<file path="src/rtl/core/ppi_pkg.sv">
// Shared types and constants for the piecewise profile interpolator.
// No dependencies.
package ppi_pkg;

  localparam int MAX_POINTS_DEF = 16;
  localparam int DIV_STAGES = 8;
  localparam int DIV_BITS = 2;

  localparam logic CMD_LOAD = 1'b0;
  localparam logic CMD_SAMPLE = 1'b1;

  localparam logic [3:0] REG_POINT_COUNT = 4'd0;
  localparam logic [3:0] REG_TOP_ALTITUDE = 4'd1;

  localparam logic [16:0] FRAC_ONE = 17'h10000;
  localparam logic signed [63:0] PRESHIFT_LIMIT = 64'sh0000_7FFF_FFFF_FFFF;

  typedef struct packed {
    logic cmd;
    logic [3:0] slot;
    logic signed [63:0] breakpoint_altitude;
    logic signed [31:0] load_density;
    logic signed [31:0] load_pressure;
    logic signed [31:0] load_temperature;
    logic signed [63:0] query_altitude;
  } in_t;

  typedef struct packed {
    logic signed [31:0] sample_density;
    logic signed [31:0] sample_pressure;
    logic signed [31:0] sample_temperature;
    logic above_top;
  } out_t;

  typedef struct packed {
    logic signed [31:0] dens_a;
    logic signed [31:0] dens_b;
    logic signed [31:0] pres_a;
    logic signed [31:0] pres_b;
    logic signed [31:0] temp_a;
    logic signed [31:0] temp_b;
    logic signed [31:0] last_temp;
    logic above;
  } val_t;

  typedef struct packed {
    logic signed [63:0] lo;
    logic signed [63:0] hi;
    val_t v;
  } sel_t;

  typedef struct packed {
    logic [63:0] r;
    logic [63:0] d;
    logic [15:0] q;
    logic fix;
    logic [16:0] t_fix;
    val_t v;
  } div_t;

endpackage

</file>
<file path="src/rtl/core/ppi_lerp.sv">
// Two-stage saturating linear blend a + floor((b - a) * t / 65536).
// Depends on ppi_pkg.
module ppi_lerp (
  input  logic clk,
  input  logic en,
  input  logic signed [31:0] a,
  input  logic signed [31:0] b,
  input  logic [16:0] t,
  output logic signed [31:0] y
);
  import ppi_pkg::*;

  logic signed [50:0] prod;
  logic signed [31:0] a_q;
  logic signed [32:0] diff;
  logic signed [35:0] sum;

  assign diff = 33'(b) - 33'(a);
  assign sum = 36'(a_q) + 36'(prod >>> 16);

  always_ff @(posedge clk) begin
    if (en) begin
      prod <= 51'(diff * $signed({1'b0, t}));
      a_q <= a;
      if (sum > 36'sh0_7FFF_FFFF) y <= 32'sh7FFF_FFFF;
      else if (sum < -36'sh0_8000_0000) y <= 32'sh8000_0000;
      else y <= sum[31:0];
    end
  end

endmodule

</file>
<file path="config.mk">
export PLATFORM = sky130hd
export DESIGN_NAME = ppi_lerp
export DESIGN_NICKNAME = d
export VERILOG_FILES = /design/src/rtl/core/ppi_pkg.sv /design/src/rtl/core/ppi_lerp.sv
export SDC_FILE = /design/constraint.sdc
export NUM_CORES = 2
export LEC_CHECK = 0
export BUFFER_PORTS_ARGS = -buffer_cell sky130_fd_sc_hd__buf_4
export CORE_UTILIZATION = 45
export CTS_CLUSTER_SIZE = 12
export DETAILED_ROUTE_END_ITERATION = 8
export MAX_ROUTING_LAYER = met4
export PLACE_DENSITY_LB_ADDON = 0.3
export RECOVER_POWER = 25
export SLEW_MARGIN = 10
export SYNTH_ARGS = -nofsm -noshare
export SYNTH_HDL_FRONTEND = slang
export SYNTH_SLANG_ARGS = --single-unit
</file>
<file path="constraint.sdc">
create_clock -name clk -period 11.1 [get_ports clk]
set_input_delay 0.555 -clock clk [delete_from_list [all_inputs] [get_ports clk]]
set_output_delay 0.555 -clock clk [all_outputs]
set_load 0.02 [all_outputs]
</file>
# After elaboration in Yosys (flattened, before gate mapping)
# Cells that the tools add are included.
[word_totals] latch_bits=0 ff_bits=115 romBits=0 ramBits=0 out_inout_bits=32 mem_count=0
[op_classes] eq_ne=0 addsub=2 shift=0 n_reduce_logical=0 n_lt_le_gt_ge=2 multipliers=1 bitwise=0 n_mux=1 div=0
[ops] op="$mul 33x18->51" n=1
[ops] op="$add 32x35->36" n=1
[ops] op="$gt 36x32->1 const B" n=1
[ops] op="$lt 36x32->1 const B" n=1
[ops] op="$sub 32x32->33" n=1
[ops] op="$mux 32" n=1

# Logic depth before layout (Yosys ltp)
[depth] word_depth=3 depth_mapped=36

# Worst setup path before layout
# OpenSTA, ideal clock, no wires.
[synth_path] kind="input port to flip-flop" from="input port a[1]" to="register prod[47], data pin" setup_ns=0.262 required_ns=10.838 setup_slack_ns=2.904 cell_stages=31 arrival_time_ns=7.934 cell_sequence="inv_1 -> ha_1 -> nor2b_1 -> o21a_1 -> o21ai_0 -> a211oi_2 -> o2111ai_1 -> a21boi_0 -> or4_1 -> nand3_1 -> buf_2 -> nand2_1 -> fa_1 -> fa_1 -> fa_1 -> fa_1 -> inv_1 -> fa_1 -> inv_1 -> fa_1 -> inv_1 -> ha_1 -> inv_1 -> or3_1 -> o221ai_2 -> a21oi_1 -> o211a_1 -> o21ai_2 -> a31oi_1 -> o31ai_1 -> xnor2_1"
[synth_between] elab_chain_cells=2
[synth_rtl] element="start, declared" line_no="ppi_lerp.sv:6" source="input logic signed [31:0] a,"
[synth_rtl] element="$sub 32x32->33" line_no="ppi_lerp.sv:18" source="assign diff = 33'(b) - 33'(a);"
[synth_rtl] element="$mul 33x18->51" line_no="ppi_lerp.sv:23" source="prod <= 51'(diff * $signed({1'b0, t}));"
[synth_rtl] element="end signal, assigned" line_no="ppi_lerp.sv:23"
[synth_rtl] element="end, declared" line_no="ppi_lerp.sv:13" source="logic signed [50:0] prod;"
# Every way passes these cells.
# A chain may end at the register's enable or synchronous reset.

# Worst setup path in the final report
[layout_path] from="input port a[1]" to="register prod[49], data pin"
# The elaborated chain is that of the path after synthesis.

==> summary.txt <==
Status
  • Status: finished, violations left
  • Failing checks: capacitance limit, slew limit

Route
  • Final wirelength: between 60000 and 70000 um
  • Wire per inst: 17.8 um
  • Via count: 20858
  • DRC viols: 0
  • Initial drt markers: 1335
  • Routed vias/inst: between 5 and 6
  • Detail Route Antenna Nets: 0
  • Total iterations of the first detailed-routing run: 5

Worst setup path
  • Critical path startpoint category: input port
  • R2R setup slack: 6.99 ns
  • Crit-path slowest cell: a2111oi_0
  • Crit path max-delay family: adder cells
  • Critical Path Fanout Max: 17
  • Max incr delay on CP: 0.68 ns
  • Critical Path RT: 11.21 ns
  • Critical path endpoint category: register
  • Most used cell, CP: fa_1
  • Worst path bufs/invs: 6
  • Kind of critical path: in -> reg
  • Data arrival, critical path: 9.61 ns

CTS
  • Reg clk slew, reported paths: 0.07 ns
  • CTS buffer count: 9
  • H-tree depth: 3
  • Clock Sinks: 99
  • Resized Gates After CTS: 0
  • Post-CTS Setup Bufs: 0
  • Root Buffer: clkbuf_16
  • CTS max path bufs: 2
  • Clock tree from TritonCTS: yes
  • CTS Hold Bufs: 0
  • Insertion delay to the later sink of the worst-skew pair: between 0.3 and 0.4 ns

Floorplanning
  • Initial Utilization: 0.456
  • Die W: 249 um
  • Num ports: between 100 and 150
  • Core ar.: 0.0604 mm2
  • Die area: around 0.062 mm2
  • FP Rows: 90
  • Die height: 249 um

Hold path
  • Worst hold path type: in -> reg

Logic synthesis
  • Area leader, netlist: fa_1
  • Main synth FF type: edfxtp_1
  • Post-Syn Area per Cell: 8.79 um2
  • Yosys Warn Count: 0
  • Synth top area cells: fa_1, edfxtp_1, inv_1
  • Post-synth EDFFs: 99
  • Most frequent cell after synthesis: inv_1
  • Ys async rst share: 0
  • Simple-gate share of the synthesized area: 0.170
  • Main combinational cell family by area after synthesis: adder cells
  • Synth top area share: 0.390
  • Sequential fraction of the synthesis area: 0.108
  • Post-synth cell types: 85
  • Synth cell count leaders: inv_1, fa_1, nand2_1
  • Post-Synth Adder-Cell Area: 0.474
  • Post-Synthesis Cells: 3130
  • Post-synthesis register bit count: 99
  • Xor/xnor share of the synthesized area: 0.0286
  • Mapped Area: 0.0275 mm2
  • Post-synthesis compound-gate area fraction: 0.102
  • Synth Net Count: 3933
  • Post-synthesis mux area share: 0

Finish
  • Filler Cell Count: a little under 6000
  • Area delta synth->final: 6.17%
  • # nets final: approximately 4000
  • Diode count: 0
  • Share of layout cells above drive strength 1: 0.0556

Timing
  • Sum Neg Setup Slack: 0 ns
  • Slew Limit Fails: 45
  • RSZ-0062 raised after global routing: false
  • Slew HR: -0.482
  • Setup violators final: 0
  • Peak Freq: 0.105 GHz
  • Crit share post-route: 0.856
  • Final hold vios: 0
  • Slew @ Worst Pin: 2.22 ns
  • Clock skew: 0.00895 ns
  • Post-layout min period: 9.50 ns

Placement
  • Routability Congestion: 0.897
  • Hpwl dp: roughly 54000 um
  • IO Port Bufs: 114

GRT
  • Vias in the first global route: 21402
  • Antenna violations before repair: 0
  • Global-route wire length before repair: 114000 um
  • Grt ovf: 0
  • Met3 Use GR: 0.0306
  • GRT Overall Usage: 0.238
  • Met2 usage: 0.370
  • Met1 Use GR: 0.336
  • Most crowded layer after global routing: met2
  • Largest net degree at the start of global routing: 75

Run
  • Max Cap Viol: 1
-- cells by family (layout without fill, tap and decap cells) --
family / after synthesis / count (layout)
buffers and inverters: 856 / 857
and+or+nand+nor: 943 / 943
xor gates and xnor gates: 89 / 89
AOI/OAI and AO/OA: 423 / 423
DFF: 99 / 99
adders and majority gates: 720 / 720
-- per-layer routing --
metal  vias to the layer above  share of wire
li1                       9699              -
met1                     10448           0.46
met2                       655           0.46
met3                        56          0.072
met4                         0          0.014
met5                         -              0
-- layout make-up --
cell class / count / area, um2 / area share
timing repair buffer: 147 / 1010 / 0.0346
sequential: 99 / 2970 / 0.102
clock buffer: 10 / 229 / 0.00784
tap: 782 / 978 / 0.0335
multi-input combinational: 2175 / 21400 / 0.731
inverter: 694 / 2610 / 0.0892
clock inverter: 6 / 63.8 / 0.00218
-- final timing paths --
path	start	endpoint	cells after the start
setup / recovery	a[1]	prod[49]	31
hold / removal	a[2]	a_q[2]	1
hold reg to reg	a_q[7]	y[7]	3
setup reg to reg	a_q[0]	y[0]	12
-- cells in the final DEF (no fill, tap or decap), types with 29 or more instances in the layout --
cell      instances
ha_1            183
nand2_1         427
nand3_1          39
o21ai_0          98
fa_1            536
a21oi_1         104
a21o_1           55
inv_1           694
buf_4           114
xor2_1           29
edfxtp_1         99
nor2b_1          36
nand4_1          36
nor2_1           65
nor3_1           39
and2_1          203
xnor2_1          55
-- state kept, by name, indices dropped and copies added (netlist names) --
signal / flops
a_q: 32
y: 32
prod: 35
-- metrics by stage --
stage          instance area [um2]  cells  utilization  setup WS [ns]  hold slack [ns]
6_report                     29200   3913        0.484           1.60            0.397
5_1_grt                      29200   3913        0.484           1.17            0.385
4_1_cts                      29300   3913        0.486           1.68            0.358
3_5_place_dp                 29000   3897        0.481           1.31            0.744
3_3_place_gp                 29000   3897        0.481           1.50            0.745
2_1_floorplan                27500   3130            -           2.90            0.654
-- worst register-to-register path, cell delays in order (launching register included) --
cell and delay [ns]:
edfxtp_1 0.43, ha_1 0.25, fa_1 0.43, a211oi_1 0.40
o211ai_2 0.18, a211oi_2 0.43, o21ai_1 0.24, o2111ai_1 0.33
o21ai_1 0.11, xor2_1 0.20, o41ai_4 0.31, buf_4 0.33
o21ai_0 0.19
Power is left out: the tool's default activity adds up to more than one toggle a clock period on the data nets, which glitch-free logic cannot reach.
